File: config.mk
export PLATFORM = sky130hd
export DESIGN_NAME = extent_overlay_composer
export DESIGN_NICKNAME = d
export VERILOG_FILES = /design/src/eoc_pkg.sv /design/src/eoc_ctrl.sv /design/src/eoc_dpath.sv /design/src/extent_overlay_composer.sv
export SDC_FILE = /design/constraint.sdc
export NUM_CORES = 2
export LEC_CHECK = 0
export BUFFER_PORTS_ARGS = -buffer_cell sky130_fd_sc_hd__clkbuf_2
export CORE_MARGIN = 4
export CORE_UTILIZATION = 35
export DETAILED_ROUTE_END_ITERATION = 7
export PLACE_DENSITY = 0.6
export SKIP_CTS_REPAIR_TIMING = 1
export SYNTH_ARGS = -nofsm -noshare
export SYNTH_HDL_FRONTEND = slang
export SYNTH_HIERARCHICAL = 1
export SYNTH_SLANG_ARGS = --single-unit
File: constraint.sdc
create_clock -name clk -period 9.2 [get_ports clk]
set_clock_uncertainty 0.15 [all_clocks]
set_input_delay 1.38 -clock clk [delete_from_list [all_inputs] [get_ports clk]]
set_output_delay 1.38 -clock clk [all_outputs]
set_load 0.01 [all_outputs]
File: src/eoc_pkg.sv
`timescale 1ns / 1ps
`default_nettype none
package eoc_pkg;

  // extent kinds
  localparam logic [1:0] KIND_ORIG = 2'd0;
  localparam logic [1:0] KIND_SRC  = 2'd1;
  localparam logic [1:0] KIND_ZERO = 2'd2;

  // item status codes
  localparam logic [1:0] ST_OK      = 2'd0;
  localparam logic [1:0] ST_TOO_BIG = 2'd1;
  localparam logic [1:0] ST_FULL    = 2'd2;

  // controller to datapath commands
  typedef struct packed {
    logic cap;        // capture input item
    logic pre1;       // align offset, clamp source offset
    logic pre2;       // available source bytes
    logic pre3;       // patch size
    logic pre4;       // patch end, used source bytes
    logic pre5;       // target size, zero tail length
    logic pass_init;  // rewind table walk
    logic wr_init;    // clear new-table writer
    logic rd;         // read entry at walk index
    logic ld;         // latch entry, compute its end
    logic a_pc;       // piece ahead of patch
    logic pad_pc;     // zero pad past old end
    logic src_pc;     // source piece
    logic zero_pc;    // zero tail of patch
    logic b_hi;       // clip start of piece behind patch
    logic b_pc;       // piece behind patch
    logic commit;     // take new table or refuse
    logic set_big;    // refuse: size too large
    logic start_wr;   // start item
    logic out_init;   // rewind result walk
    logic out_ld;     // load result register from entry
    logic out_empty;  // load empty-table result
    logic out_adv;    // result taken
  } eoc_cmd_t;

  // datapath to controller status
  typedef struct packed {
    logic is_start;
    logic too_big;
    logic at_end;
    logic tbl_empty;
    logic out_acc;
    logic out_last;
  } eoc_sts_t;

endpackage
`default_nettype wire

File: src/eoc_ctrl.sv
`timescale 1ns / 1ps
`default_nettype none
module eoc_ctrl
  import eoc_pkg::*;
(
  input  wire logic     clk,
  input  wire logic     rst,
  input  wire logic     in_valid,
  output logic          in_stall,
  input  wire eoc_sts_t sts,
  output eoc_cmd_t      cmd
);

  localparam logic [4:0] S_IDLE     = 5'd0;
  localparam logic [4:0] S_PRE1     = 5'd1;
  localparam logic [4:0] S_PRE2     = 5'd2;
  localparam logic [4:0] S_PRE3     = 5'd3;
  localparam logic [4:0] S_PRE4     = 5'd4;
  localparam logic [4:0] S_PRE5     = 5'd5;
  localparam logic [4:0] S_CHK      = 5'd6;
  localparam logic [4:0] S_START    = 5'd7;
  localparam logic [4:0] S_A_RD     = 5'd8;
  localparam logic [4:0] S_A_LD     = 5'd9;
  localparam logic [4:0] S_A_PC     = 5'd10;
  localparam logic [4:0] S_PAD      = 5'd11;
  localparam logic [4:0] S_SRC      = 5'd12;
  localparam logic [4:0] S_ZERO     = 5'd13;
  localparam logic [4:0] S_B_RD     = 5'd14;
  localparam logic [4:0] S_B_LD     = 5'd15;
  localparam logic [4:0] S_B_HI     = 5'd16;
  localparam logic [4:0] S_B_PC     = 5'd17;
  localparam logic [4:0] S_FIN      = 5'd18;
  localparam logic [4:0] S_OUT_RD   = 5'd19;
  localparam logic [4:0] S_OUT_LD   = 5'd20;
  localparam logic [4:0] S_OUT_WAIT = 5'd21;

  logic [4:0] state, state_next;

  always_ff @(posedge clk) begin
    if (rst) begin
      state <= S_IDLE;
    end else begin
      state <= state_next;
    end
  end

  assign in_stall = (state != S_IDLE);

  // sequencing
  always_comb begin
    cmd        = '0;
    state_next = state;
    unique case (state)
      S_IDLE: begin
        if (in_valid) begin
          cmd.cap    = 1'b1;
          state_next = S_PRE1;
        end
      end
      S_PRE1: begin
        if (sts.is_start) begin
          state_next = S_START;
        end else begin
          cmd.pre1   = 1'b1;
          state_next = S_PRE2;
        end
      end
      S_PRE2: begin
        cmd.pre2   = 1'b1;
        state_next = S_PRE3;
      end
      S_PRE3: begin
        cmd.pre3   = 1'b1;
        state_next = S_PRE4;
      end
      S_PRE4: begin
        cmd.pre4   = 1'b1;
        state_next = S_PRE5;
      end
      S_PRE5: begin
        cmd.pre5   = 1'b1;
        state_next = S_CHK;
      end
      S_CHK: begin
        if (sts.too_big) begin
          cmd.set_big  = 1'b1;
          cmd.out_init = 1'b1;
          state_next   = S_OUT_RD;
        end else begin
          cmd.pass_init = 1'b1;
          cmd.wr_init   = 1'b1;
          state_next    = S_A_RD;
        end
      end
      S_START: begin
        cmd.start_wr = 1'b1;
        cmd.out_init = 1'b1;
        state_next   = S_OUT_RD;
      end
      S_A_RD: begin
        if (sts.at_end) begin
          state_next = S_PAD;
        end else begin
          cmd.rd     = 1'b1;
          state_next = S_A_LD;
        end
      end
      S_A_LD: begin
        cmd.ld     = 1'b1;
        state_next = S_A_PC;
      end
      S_A_PC: begin
        cmd.a_pc   = 1'b1;
        state_next = S_A_RD;
      end
      S_PAD: begin
        cmd.pad_pc = 1'b1;
        state_next = S_SRC;
      end
      S_SRC: begin
        cmd.src_pc = 1'b1;
        state_next = S_ZERO;
      end
      S_ZERO: begin
        cmd.zero_pc   = 1'b1;
        cmd.pass_init = 1'b1;
        state_next    = S_B_RD;
      end
      S_B_RD: begin
        if (sts.at_end) begin
          state_next = S_FIN;
        end else begin
          cmd.rd     = 1'b1;
          state_next = S_B_LD;
        end
      end
      S_B_LD: begin
        cmd.ld     = 1'b1;
        state_next = S_B_HI;
      end
      S_B_HI: begin
        cmd.b_hi   = 1'b1;
        state_next = S_B_PC;
      end
      S_B_PC: begin
        cmd.b_pc   = 1'b1;
        state_next = S_B_RD;
      end
      S_FIN: begin
        cmd.commit   = 1'b1;
        cmd.out_init = 1'b1;
        state_next   = S_OUT_RD;
      end
      S_OUT_RD: begin
        if (sts.tbl_empty) begin
          cmd.out_empty = 1'b1;
          state_next    = S_OUT_WAIT;
        end else begin
          cmd.rd     = 1'b1;
          state_next = S_OUT_LD;
        end
      end
      S_OUT_LD: begin
        cmd.out_ld = 1'b1;
        state_next = S_OUT_WAIT;
      end
      S_OUT_WAIT: begin
        if (sts.out_acc) begin
          cmd.out_adv = 1'b1;
          state_next  = sts.out_last ? S_IDLE : S_OUT_RD;
        end
      end
      default: begin
        state_next = S_IDLE;
      end
    endcase
  end

endmodule
`default_nettype wire

File: src/eoc_dpath.sv
`timescale 1ns / 1ps
`default_nettype none
module eoc_dpath
  import eoc_pkg::*;
#(
  parameter int MAX_EXTENTS     = 16,
  parameter int SOURCE_ID_WIDTH = 16
) (
  input  wire logic                       clk,
  input  wire logic                       rst,
  input  wire eoc_cmd_t                   cmd,
  output eoc_sts_t                        sts,
  input  wire logic                       mode,
  input  wire logic [31:0]                base_length,
  input  wire logic [31:0]                patch_offset,
  input  wire logic [31:0]                source_offset,
  input  wire logic [31:0]                patch_length,
  input  wire logic                       resize_flag,
  input  wire logic [SOURCE_ID_WIDTH-1:0] source_id,
  input  wire logic [31:0]                source_size,
  output logic                            out_valid,
  input  wire logic                       out_stall,
  output logic [1:0]                      status,
  output logic [1:0]                      seg_kind,
  output logic [31:0]                     seg_file_offset,
  output logic [31:0]                     seg_length,
  output logic [31:0]                     seg_source_offset,
  output logic [SOURCE_ID_WIDTH-1:0]      seg_source_id,
  output logic                            seg_valid,
  output logic [31:0]                     file_size,
  output logic                            last
);

  localparam int IW    = $clog2(MAX_EXTENTS);
  localparam int CW    = $clog2(MAX_EXTENTS + 1);
  localparam int AW    = IW + 1;
  localparam int DEPTH = 2 ** AW;
  localparam int SW    = SOURCE_ID_WIDTH;

  // table memory, two banks: live table and the one being built
  logic [1:0]    mem_kind [DEPTH];
  logic [31:0]   mem_len  [DEPTH];
  logic [31:0]   mem_src  [DEPTH];
  logic [SW-1:0] mem_id   [DEPTH];

  logic          bank;
  logic [CW-1:0] count;
  logic [31:0]   cur;

  // captured item
  logic          c_mode;
  logic [31:0]   c_base;
  logic [31:0]   c_po;
  logic [31:0]   c_so;
  logic [31:0]   c_plen;
  logic          c_resize;
  logic [SW-1:0] c_sid;
  logic [31:0]   c_ss;

  // derived patch values
  logic [31:0] ps;
  logic [31:0] eo;
  logic [31:0] avail;
  logic [31:0] psize;
  logic [31:0] use_len;
  logic [31:0] zlen;
  logic [32:0] pe;
  logic [32:0] target;

  // table walk
  logic [CW-1:0] idx;
  logic [32:0]   s;
  logic [32:0]   e;
  logic [32:0]   hi;
  logic [31:0]   dlt;
  logic [1:0]    ent_kind;
  logic [31:0]   ent_src;
  logic [SW-1:0] ent_id;

  // read port
  logic [1:0]    rd_kind;
  logic [31:0]   rd_len;
  logic [31:0]   rd_src;
  logic [SW-1:0] rd_id;

  // pending piece and new-table writer
  logic          pc_vld;
  logic [1:0]    pc_kind;
  logic [31:0]   pc_len;
  logic [31:0]   pc_src;
  logic [SW-1:0] pc_id;
  logic [CW-1:0] wcnt;
  logic [32:0]   woff;
  logic          ovf;

  logic [31:0]   ooff;

  logic [32:0]   room;
  logic          fits;
  logic [31:0]   tlen;
  logic          wr_en;
  logic [AW-1:0] wr_addr;
  logic [1:0]    wr_kind;
  logic [31:0]   wr_len;
  logic [31:0]   wr_src;
  logic [SW-1:0] wr_id;

  assign sts.is_start  = ~c_mode;
  assign sts.too_big   = target[32];
  assign sts.at_end    = (idx == count);
  assign sts.tbl_empty = (count == '0);
  assign sts.out_acc   = out_valid & ~out_stall;
  assign sts.out_last  = last;

  // truncation of the pending piece to the target size
  assign room = target - woff;
  assign fits = (woff < target);
  assign tlen = ({1'b0, pc_len} > room) ? room[31:0] : pc_len;

  // single write port: start item or a piece of the new table
  always_comb begin
    wr_en   = 1'b0;
    wr_addr = {~bank, wcnt[IW-1:0]};
    wr_kind = pc_kind;
    wr_len  = tlen;
    wr_src  = pc_src;
    wr_id   = pc_id;
    if (cmd.start_wr) begin
      wr_en   = (c_base != 32'd0);
      wr_addr = {bank, {IW{1'b0}}};
      wr_kind = KIND_ORIG;
      wr_len  = c_base;
      wr_src  = 32'd0;
      wr_id   = '0;
    end else if (pc_vld && fits && (wcnt != CW'(MAX_EXTENTS))) begin
      wr_en = 1'b1;
    end
  end

  always_ff @(posedge clk) begin
    if (wr_en) begin
      mem_kind[wr_addr] <= wr_kind;
      mem_len[wr_addr]  <= wr_len;
      mem_src[wr_addr]  <= wr_src;
      mem_id[wr_addr]   <= wr_id;
    end
    if (cmd.rd) begin
      rd_kind <= mem_kind[{bank, idx[IW-1:0]}];
      rd_len  <= mem_len[{bank, idx[IW-1:0]}];
      rd_src  <= mem_src[{bank, idx[IW-1:0]}];
      rd_id   <= mem_id[{bank, idx[IW-1:0]}];
    end
  end

  // item capture and patch arithmetic
  always_ff @(posedge clk) begin
    if (cmd.cap) begin
      c_mode   <= mode;
      c_base   <= base_length;
      c_po     <= patch_offset;
      c_so     <= source_offset;
      c_plen   <= patch_length;
      c_resize <= resize_flag;
      c_sid    <= source_id;
      c_ss     <= source_size;
    end
    if (cmd.pre1) begin
      ps <= {c_po[31:2], 2'b00};
      eo <= (c_so > c_ss) ? c_ss : c_so;
    end
    if (cmd.pre2) begin
      avail <= c_ss - eo;
    end
    if (cmd.pre3) begin
      psize <= (c_plen == 32'd0) ? avail : c_plen;
    end
    if (cmd.pre4) begin
      pe      <= {1'b0, ps} + {1'b0, psize};
      use_len <= (psize < avail) ? psize : avail;
    end
    if (cmd.pre5) begin
      target <= c_resize ? pe : (({1'b0, cur} > pe) ? {1'b0, cur} : pe);
      zlen   <= psize - use_len;
    end
  end

  // walk over the live table
  always_ff @(posedge clk) begin
    if (cmd.pass_init || cmd.out_init) begin
      idx <= '0;
      s   <= '0;
    end else if (cmd.a_pc || cmd.b_pc || cmd.out_adv) begin
      idx <= idx + CW'(1);
      s   <= e;
    end
    if (cmd.ld) begin
      e        <= s + {1'b0, rd_len};
      ent_kind <= rd_kind;
      ent_src  <= rd_src;
      ent_id   <= rd_id;
    end
    if (cmd.b_hi) begin
      hi  <= (s >= pe) ? s : pe;
      dlt <= (s >= pe) ? 32'd0 : 32'(pe - s);
    end
  end

  // piece producers
  always_ff @(posedge clk) begin
    if (rst) begin
      pc_vld <= 1'b0;
    end else begin
      pc_vld <= 1'b0;
      if (cmd.a_pc) begin
        pc_vld <= (s < {1'b0, ps});
      end else if (cmd.pad_pc) begin
        pc_vld <= (ps > cur);
      end else if (cmd.src_pc) begin
        pc_vld <= (use_len != 32'd0);
      end else if (cmd.zero_pc) begin
        pc_vld <= (zlen != 32'd0);
      end else if (cmd.b_pc) begin
        pc_vld <= (e > pe);
      end
    end
    if (cmd.a_pc) begin
      pc_kind <= ent_kind;
      pc_len  <= 32'(((e < {1'b0, ps}) ? e : {1'b0, ps}) - s);
      pc_src  <= ent_src;
      pc_id   <= ent_id;
    end else if (cmd.pad_pc) begin
      pc_kind <= KIND_ZERO;
      pc_len  <= ps - cur;
      pc_src  <= 32'd0;
      pc_id   <= '0;
    end else if (cmd.src_pc) begin
      pc_kind <= KIND_SRC;
      pc_len  <= use_len;
      pc_src  <= eo;
      pc_id   <= c_sid;
    end else if (cmd.zero_pc) begin
      pc_kind <= KIND_ZERO;
      pc_len  <= zlen;
      pc_src  <= 32'd0;
      pc_id   <= '0;
    end else if (cmd.b_pc) begin
      pc_kind <= ent_kind;
      pc_len  <= 32'(e - hi);
      pc_src  <= (ent_kind == KIND_SRC) ? (ent_src + dlt) : 32'd0;
      pc_id   <= ent_id;
    end
  end

  // new-table writer bookkeeping
  always_ff @(posedge clk) begin
    if (rst) begin
      wcnt <= '0;
      woff <= '0;
      ovf  <= 1'b0;
    end else if (cmd.wr_init) begin
      wcnt <= '0;
      woff <= '0;
      ovf  <= 1'b0;
    end else if (pc_vld) begin
      woff <= woff + {1'b0, pc_len};
      if (fits) begin
        if (wcnt == CW'(MAX_EXTENTS)) begin
          ovf <= 1'b1;
        end else begin
          wcnt <= wcnt + CW'(1);
        end
      end
    end
  end

  // live table state
  always_ff @(posedge clk) begin
    if (rst) begin
      bank  <= 1'b0;
      count <= '0;
      cur   <= 32'd0;
    end else if (cmd.start_wr) begin
      count <= (c_base != 32'd0) ? CW'(1) : '0;
      cur   <= c_base;
    end else if (cmd.commit && !ovf) begin
      bank  <= ~bank;
      count <= wcnt;
      cur   <= target[31:0];
    end
  end

  always_ff @(posedge clk) begin
    if (cmd.start_wr) begin
      status <= ST_OK;
    end else if (cmd.set_big) begin
      status <= ST_TOO_BIG;
    end else if (cmd.commit) begin
      status <= ovf ? ST_FULL : ST_OK;
    end
  end

  // result register
  always_ff @(posedge clk) begin
    if (rst) begin
      out_valid <= 1'b0;
    end else if (cmd.out_ld || cmd.out_empty) begin
      out_valid <= 1'b1;
    end else if (cmd.out_adv) begin
      out_valid <= 1'b0;
    end
    if (cmd.out_init) begin
      ooff <= 32'd0;
    end else if (cmd.out_adv) begin
      ooff <= ooff + seg_length;
    end
    if (cmd.out_ld) begin
      seg_kind          <= rd_kind;
      seg_file_offset   <= ooff;
      seg_length        <= rd_len;
      seg_source_offset <= rd_src;
      seg_source_id     <= rd_id;
      seg_valid         <= 1'b1;
      file_size         <= cur;
      last              <= ((idx + CW'(1)) == count);
    end else if (cmd.out_empty) begin
      seg_kind          <= KIND_ORIG;
      seg_file_offset   <= 32'd0;
      seg_length        <= 32'd0;
      seg_source_offset <= 32'd0;
      seg_source_id     <= '0;
      seg_valid         <= 1'b0;
      file_size         <= cur;
      last              <= 1'b1;
    end
  end

endmodule
`default_nettype wire

File: src/extent_overlay_composer.sv
// Channel  Handshake           Payload
// in       in_valid/in_stall   mode, base_length, patch_offset, source_offset,
//                              patch_length, resize_flag, source_id, source_size
// out      out_valid/out_stall status, seg_kind, seg_file_offset, seg_length,
//                              seg_source_offset, seg_source_id, seg_valid,
//                              file_size, last
//
// One item at a time; in_stall is high from acceptance until the last result is taken.
// A start item needs no table walk; a patch item walks the live table twice through one
// registered memory read port. Each result is read, loaded into the result register
// and then held while out_stall is high.
// Synchronous reset empties the table and zeroes the file size.
`timescale 1ns / 1ps
`default_nettype none
module extent_overlay_composer
  import eoc_pkg::*;
#(
  parameter int MAX_EXTENTS     = 16,
  parameter int SOURCE_ID_WIDTH = 16
) (
  input  wire logic                       clk,
  input  wire logic                       rst,
  input  wire logic                       in_valid,
  output logic                            in_stall,
  input  wire logic                       mode,
  input  wire logic [31:0]                base_length,
  input  wire logic [31:0]                patch_offset,
  input  wire logic [31:0]                source_offset,
  input  wire logic [31:0]                patch_length,
  input  wire logic                       resize_flag,
  input  wire logic [SOURCE_ID_WIDTH-1:0] source_id,
  input  wire logic [31:0]                source_size,
  output logic                            out_valid,
  input  wire logic                       out_stall,
  output logic [1:0]                      status,
  output logic [1:0]                      seg_kind,
  output logic [31:0]                     seg_file_offset,
  output logic [31:0]                     seg_length,
  output logic [31:0]                     seg_source_offset,
  output logic [SOURCE_ID_WIDTH-1:0]      seg_source_id,
  output logic                            seg_valid,
  output logic [31:0]                     file_size,
  output logic                            last
);

  eoc_cmd_t cmd;
  eoc_sts_t sts;

  // sequencer
  eoc_ctrl u_ctrl (
    .clk      (clk),
    .rst      (rst),
    .in_valid (in_valid),
    .in_stall (in_stall),
    .sts      (sts),
    .cmd      (cmd)
  );

  // table memory and arithmetic
  eoc_dpath #(
    .MAX_EXTENTS     (MAX_EXTENTS),
    .SOURCE_ID_WIDTH (SOURCE_ID_WIDTH)
  ) u_dpath (
    .clk               (clk),
    .rst               (rst),
    .cmd               (cmd),
    .sts               (sts),
    .mode              (mode),
    .base_length       (base_length),
    .patch_offset      (patch_offset),
    .source_offset     (source_offset),
    .patch_length      (patch_length),
    .resize_flag       (resize_flag),
    .source_id         (source_id),
    .source_size       (source_size),
    .out_valid         (out_valid),
    .out_stall         (out_stall),
    .status            (status),
    .seg_kind          (seg_kind),
    .seg_file_offset   (seg_file_offset),
    .seg_length        (seg_length),
    .seg_source_offset (seg_source_offset),
    .seg_source_id     (seg_source_id),
    .seg_valid         (seg_valid),
    .file_size         (file_size),
    .last              (last)
  );

endmodule
`default_nettype wire
# After elaboration in Yosys (flattened, before gate mapping)
# Memories as Yosys holds them, arrays and structs flattened. A register that Yosys moved wholly into a read port is not among the register bits.
# Index checks and enable logic that the tools add are counted.
[word_totals] regBits=967 ramBits=2624 input_bits=182 output_inout_bits=152 word_cells=244 memories=4
[op_classes] n_addsub=14 magnitude_cmp=10 eq_ne=28 mux=105 bitwise_logic=5 reduce_logical=30
[mem_list] name="u_dpath.mem_len" depth=32 word_bits=32 read_ports=1 rd_clocked_by_memory_dff=1 write_ports=1 line_no="eoc_dpath.sv:42" source="logic [31:0] mem_len [DEPTH];"
[mem_list] name="u_dpath.mem_src" depth=32 word_bits=32 read_ports=1 rd_clocked_by_memory_dff=1 write_ports=1 line_no="eoc_dpath.sv:43" source="logic [31:0] mem_src [DEPTH];"
[mem_list] name="u_dpath.mem_id" depth=32 word_bits=16 read_ports=1 rd_clocked_by_memory_dff=1 write_ports=1 line_no="eoc_dpath.sv:44" source="logic [SW-1:0] mem_id [DEPTH];"
[mem_list] name="u_dpath.mem_kind" depth=32 word_bits=2 read_ports=1 rd_clocked_by_memory_dff=1 write_ports=1 line_no="eoc_dpath.sv:41" source="logic [1:0] mem_kind [DEPTH];"
[ops] cell="two-way mux 32 bit" count=27
[ops] cell="subtractor 32 bit" count=6
[ops] cell="two-way mux 16 bit" count=8
[ops] cell="one-hot mux 5 bit (20 select lines)" count=1
[ops] cell="nonzero test 32 bit" count=3
[ops] cell="adder 33 x 32 -> 33 bit" count=2
[ops] cell="greater-than comparator 32 x 33 -> 1 bit" count=2
[ops] cell="< comparator 33 x 32 -> 1 bit" count=2
[ops] cell="two-way mux 33 bit" count=2
[ops] cell="adder 32 bit" count=2
[ops] cell="greater-than comparator 32 bit" count=2
[ops] cell="two-way mux 1 bit" count=44
[ops] cell="== test 5 x 4 -> 1 bit (second input constant)" count=8
[ops] cell="two-way mux 5 bit" count=8
[ops] cell="== test 5 bit (second input constant)" count=7
[ops] cell="adder 32 x 32 -> 33 bit" count=1
[ops] cell=">= comparator 33 bit" count=1
[ops] cell="greater-than comparator 33 bit" count=1
[ops] cell="< comparator 33 bit" count=1
[ops] cell="subtractor 33 bit" count=1
[ops] cell="logical NOT 32 bit" count=1
[ops] cell="< comparator 32 bit" count=1
[ops] cell="two-way mux 2 bit" count=11
[ops] cell="== test 5 x 3 -> 1 bit (second input constant)" count=4
[ops] cell="20 further kinds" count=46

# Longest topological paths before layout
[logic_depth] word_depth=7 mapped_depth=27 depth_no_buf=25

# By module
# The synthesis kept the hierarchy.
[modules_own_cells] module="eoc_dpath" n_inst=1 cells_each=9579 area_each_um2=161522.4 seq_area_each_um2=108564.1
[modules_own_cells] module="eoc_ctrl" n_inst=1 cells_each=110 area_each_um2=764.5 seq_area_each_um2=100.1

# Least setup slack after synthesis
# OpenSTA, ideal clock, no wires.
[synth_path] kind="register -> register" startpoint="register u_ctrl.state[1]" endpoint="register u_dpath.e[0] (enable)" setup_time_ns=0.648 arrival_ns=6.862 required_ns=8.402 setup_slack_ns=1.540 path_stages_with_launch=4 n_path_buf=1 synth_period_minus_slack_ns=7.660 cell_sequence="dfxtp_1 > buf_6 > or2_1 > a211oi_1"
[synth_lines] item="start, declared" line_no="eoc_ctrl.sv:37" source="logic [4:0] state, state_next;"
[synth_lines] item="start signal, assigned" line_no="eoc_ctrl.sv:43" source="state <= state_next;"
[synth_lines] item="end signal, assigned" line_no="eoc_dpath.sv:197" source="e <= s + {1'b0, rd_len};"
[synth_lines] item="end, declared" line_no="eoc_dpath.sv:73" source="logic [32:0] e;"

# Worst setup path after layout
[layout_path] startpoint="register u_dpath.target[0]" endpoint="memory u_dpath.mem_len[4][8] (data pin)"
[layout_between] elab_chain_cells=4
[layout_lines] item="start, declared" line_no="eoc_dpath.sv:68" source="logic [32:0] target;"
[layout_lines] item="start signal, assigned" line_no="eoc_dpath.sv:182" source="target <= c_resize ? pe : (({1'b0, cur} > pe) ? {1'b0, cur} : pe);"
[layout_lines] item="subtractor 33 bit (*)" line_no="eoc_dpath.sv:116" source="assign room = target - woff;"
[layout_lines] item="greater-than comparator 32 x 33 -> 1 bit" line_no="eoc_dpath.sv:118" source="assign tlen = ({1'b0, pc_len} > room) ? room[31:0] : pc_len;"
[layout_lines] item="two-way mux 32 bit (*)" line_no="eoc_dpath.sv:118"
[layout_lines] item="two-way mux 32 bit (*)" line_no="eoc_dpath.sv:128" source="if (cmd.start_wr) begin"
[layout_lines] item="net u_dpath.wr_len[8]" line_no="eoc_dpath.sv:104" source="logic [31:0] wr_len;"
[layout_lines] item="end, declared" line_no="eoc_dpath.sv:42"
# The timed path passes the listed nets; every way through them passes the cells marked *.

==> results.py <==
metrics = {
    "synthesis": {
        "synth_cell_type_count": 106,
        "yosys_warnings": 6,
        "asyncSetResetFlopFracSynth": 0,
        "synth_seq_cells": 3671,
        "synthFlopType": "sky130_fd_sc_hd__edfxtp_1",
        "mappedNetlistArea_um2": 162000,
        "synth_edf_count": 3514,
        "synth.yosys.seq_area_share": 0.670,
        "number_of_cells_produced_by_synthesis": 9689,
        "syn_area_per_cell_um2": 16.7,
        "mappedNetlistNets": 10500,
    },
    "floorplan": {
        "floorplan.die_area_um2": 475000,
        "io_pins": 334,
        "floorplan.die.height_um": 689,
        "design.core.area_um2": 461000,
        "die_width_um": 689,
        "std_cell_rows": 249,
        "start_util": 0.352,
    },
    "worst_setup_path": {
        "start_kind": "register",
        "timing.critical_path.arrival_ns": 8.53,
        "cp_slowest_stage_delay_ns": 0.76,
        "crit_type": "reg2reg",
        "crit_slowest_cell": "sky130_fd_sc_hd__a31oi_1",
        "cp.required_ns": 9.73,
        "worst-path-buf-inv": 4,
        "endpoint_kind": "register",
        "cell_class_contributing_the_biggest_share_of_worst_path_delay": "compound AO/OA/AOI/OAI gates",
        "crit_path_max_fanout": 32,
    },
    "timing": {
        "final_period_minus_worst_setup_slack_ns": 8.00,
        "rsz0062_at_grt": "false",
        "totalNegativeSetupSlack_ns": 0,
        "fmaxAchievable_ghz": 0.125,
        "slew_headroom": 0.0688,
        "report.final.hold_viol_count": 0,
        "maxSlewViolCount": 0,
        "final-setup-viol-count": 0,
        "layout_worst_path_cycle_share": 0.870,
        "tightestPinTransition_ns": 1.38,
    },
    "grt": {
        "grt_start_max_net_pins": 141,
        "tot_gr_track_use": 0.212,
        "grt_pass1_vias": 93600,
        "number_of_antenna_violations_at_the_first_check_in_global_routing": 42,
        "grt_first_pass_wirelength_um": 717000,
        "grt_remaining_overflow": 0,
    },
    "power": {
        "power.switching_mw": 11.8,
        "sw_frac_of_total": 0.276,
        "leakage_nw": 62.2,
        "cell_internal_pwr_mw": 31.0,
        "power_frac_seq": 0.475,
        "design_power_total_mw": 42.8,
        "p_per_area_nw_per_um2": 232,
        "vdd_drop_max_v": 0.000167,
        "p_clk_frac": 0.350,
        "comb_power_share": 0.175,
    },
    "routing": {
        "route.detailed.drc": 0,
        "avgViaCountPerCell": 5.63,
        "postRouteAntennaNets": 0,
        "dr.first_iter.drc_count": 10700,
        "number_of_iterations_in_the_first_detailed_routing_pass": 6,
        "routed_wl_um": 514000,
        "vias": 93900,
        "routed_wirelength_normalized_by_instance_count_um": 30.8,
    },
    "clock_network": {
        "max-clock-path-buffers": 4,
        "cts.sink_count": 3671,
        "clock_tree.htree_level_count": 5,
        "cts_made_buffers": 371,
        "cts_tree": "yes",
        "clk_root_buffer_cell": "sky130_fd_sc_hd__clkbuf_16",
        "cts.reportedPaths.clkPinSlew_ns": 0.06,
        "insertion_delay_ns": 0.97,
    },
    "cells_and_area": {
        "layout.nets": 11000,
        "fillers": 41400,
        "area_growth_synth_to_finish_pct": 14.0,
        "regArea_um2": 109000,
        "final_layout_size_suffix_gt1_frac": 0.215,
        "multi_input_comb_area_um2": 51400,
    },
    "flow_run": {
        "max_cap_violations": 0,
    },
    "worst_hold_path": {
        "timing.hold.worst.class": "reg2reg",
    },
    "outcome": {
        "status": "complete, no violations",
    },
    "placed_design": {
        "detailed_place_hpwl_um": 329000,
        "place_congestion": 0.941,
        "numPortBuffers": 331,
    },
}
==> worst paths after layout <==
path                               startpoint                               to  slack (ns)  depth (start not counted)
hold reg to reg     u_dpath/c_po[2]$_DFFE_PP_          u_dpath/ps[2]$_DFFE_PP_        0.25                          0
setup reg to reg  u_dpath/target[0]$_DFFE_PP_  u_dpath/mem_len[4][8]$_DFFE_PP_        1.20                         25
hold / removal      u_dpath/c_po[2]$_DFFE_PP_          u_dpath/ps[2]$_DFFE_PP_        0.25                          0
setup / recovery  u_dpath/target[0]$_DFFE_PP_  u_dpath/mem_len[4][8]$_DFFE_PP_        1.20                         25
==> layout make-up <==
class,instances,share of cell area
clock buffer,441,0.0522
timing repair buffer,531,0.0192
tap,6149,0.0416
sequential,3671,0.588
clock inverter,241,0.0125
multi-input combinational,5193,0.278
antenna,18,0.000244
inverter,444,0.00902
==> worst register-to-register path, delay by kind of cell, from the launching register on <==
family          cells  cell delay, ns
compound gates     12            3.13
xor+xnor            1            0.57
fa+ha+maj           3            0.83
buf+inv             4            1.06
flops               1            0.40
simple gates        5            1.56
==> cell usage after synthesis, drive strengths merged (10+ instances only) <==
| cell type | instances | area share |
|---|---|---|
| a311oi | 36 | 0.0020 |
| a31oi | 40 | 0.0015 |
| mux2i | 82 | 0.0051 |
| a221o | 11 | 0.00068 |
| nor4 | 46 | 0.0018 |
| buf | 101 | 0.0030 |
| a2111oi | 11 | 0.00064 |
| fa | 11 | 0.0014 |
| o21a | 70 | 0.0032 |
| mux2 | 175 | 0.012 |
| o31ai | 19 | 0.00099 |
| nor2b | 121 | 0.0047 |
| nor2 | 411 | 0.0095 |
| a221oi | 21 | 0.0012 |
| mux4 | 820 | 0.11 |
| and2 | 142 | 0.0055 |
| o21ai | 301 | 0.0093 |
| nand4 | 77 | 0.0030 |
| ha | 629 | 0.048 |
| o211ai | 28 | 0.0013 |
| or2 | 37 | 0.0014 |
| nand2b | 69 | 0.0027 |
| a211o | 10 | 0.00054 |
| nand2 | 318 | 0.0074 |
| a21boi | 19 | 0.00088 |
| a22oi | 39 | 0.0018 |
| a211oi | 102 | 0.0047 |
| a21oi | 472 | 0.015 |
| inv | 443 | 0.010 |
| a22o | 19 | 0.0010 |
| o21bai | 40 | 0.0019 |
| a21o | 289 | 0.013 |
| clkbuf | 280 | 0.0065 |
| xnor2 | 207 | 0.011 |
| and3 | 36 | 0.0014 |
| or3 | 20 | 0.00077 |
| nor3 | 114 | 0.0036 |
| xor2 | 117 | 0.0063 |
| edfxtp | 3514 | 0.65 |
| o22ai | 13 | 0.00054 |
| dfxtp | 157 | 0.019 |
| nand3 | 83 | 0.0026 |
| nor3b | 12 | 0.00059 |
==> metal layers <==
layer  track usage  part of all wire  up-vias
li1              -                 -    39600
met3        0.0302             0.069      871
met1         0.282              0.40    49300
met2         0.346              0.48     4056
met4        0.0940             0.051        4
met5             0          0.000066        -
==> power by group through the flow <==
stage | Sequential (mW) | Clock (mW) | Combinational (mW)
finish | 20.3 | 15.0 | 7.48
global route | 20.4 | 16.0 | 8.12
CTS | 20.3 | 15.3 | 7.47
detailed placement | 20.7 | 0 | 7.42
global placement | 20.7 | 0 | 7.27
floorplan | 20.3 | 0 | 4.99
==> layout by cell type, fill, tap and decap left out, drive strengths merged, types with 82 or more instances in the layout <==
cell	instances
ha	629
xor2	117
nor2	411
a211oi	102
a21oi	472
mux4	820
inv	457
o21ai	301
buf	200
and2	142
edfxtp	3514
nor3	114
nand3	83
xnor2	207
mux2i	82
nor2b	121
mux2	175
clkbuf	772
nand2	318
clkinv	180
a21o	289
dfxtp	157
==> flip-flops by register name, summed over array words and instances, names as in the netlist, 33 cells and up <==
signal            flops
u_dpath/woff         33
u_dpath/mem_kind     64
u_dpath/mem_id      512
u_dpath/e            33
u_dpath/mem_len    1024
u_dpath/target       33
u_dpath/s            33
u_dpath/pe           33
u_dpath/mem_src    1024
==> through the flow <==
step	utilization	instance area [µm²]	setup slack [ns]	hold slack (ns)	instances
after CTS	0.401	185000	1.25	0.246	16700
final	0.401	185000	1.20	0.250	16700
after global placement	0.375	173000	1.22	0.260	16000
after floorplan	-	162000	1.54	0.250	9689
after detailed placement	0.375	173000	1.31	0.261	16000
after global routing	0.401	185000	0.754	0.268	16700
==> cell families (layout without fill, tap and decap cells) <==
| group | Yosys count | after routing | share of synthesized area |
|---|---|---|---|
| flip-flops | 3671 | 3671 | 0.670 |
| AO/OA/AOI/OAI | 1625 | 1625 | 0.0653 |
| AND/OR/NAND/NOR | 1527 | 1527 | 0.0471 |
| multiplexers | 1077 | 1077 | 0.131 |
| buffers and inverters | 825 | 1657 | 0.0198 |
| adder cells (fa/ha/maj) | 640 | 640 | 0.0499 |
| XOR/XNOR | 324 | 324 | 0.0175 |
| other | 0 | 18 | 0 |
No activity file was read; power rests on OpenSTA's default activity.
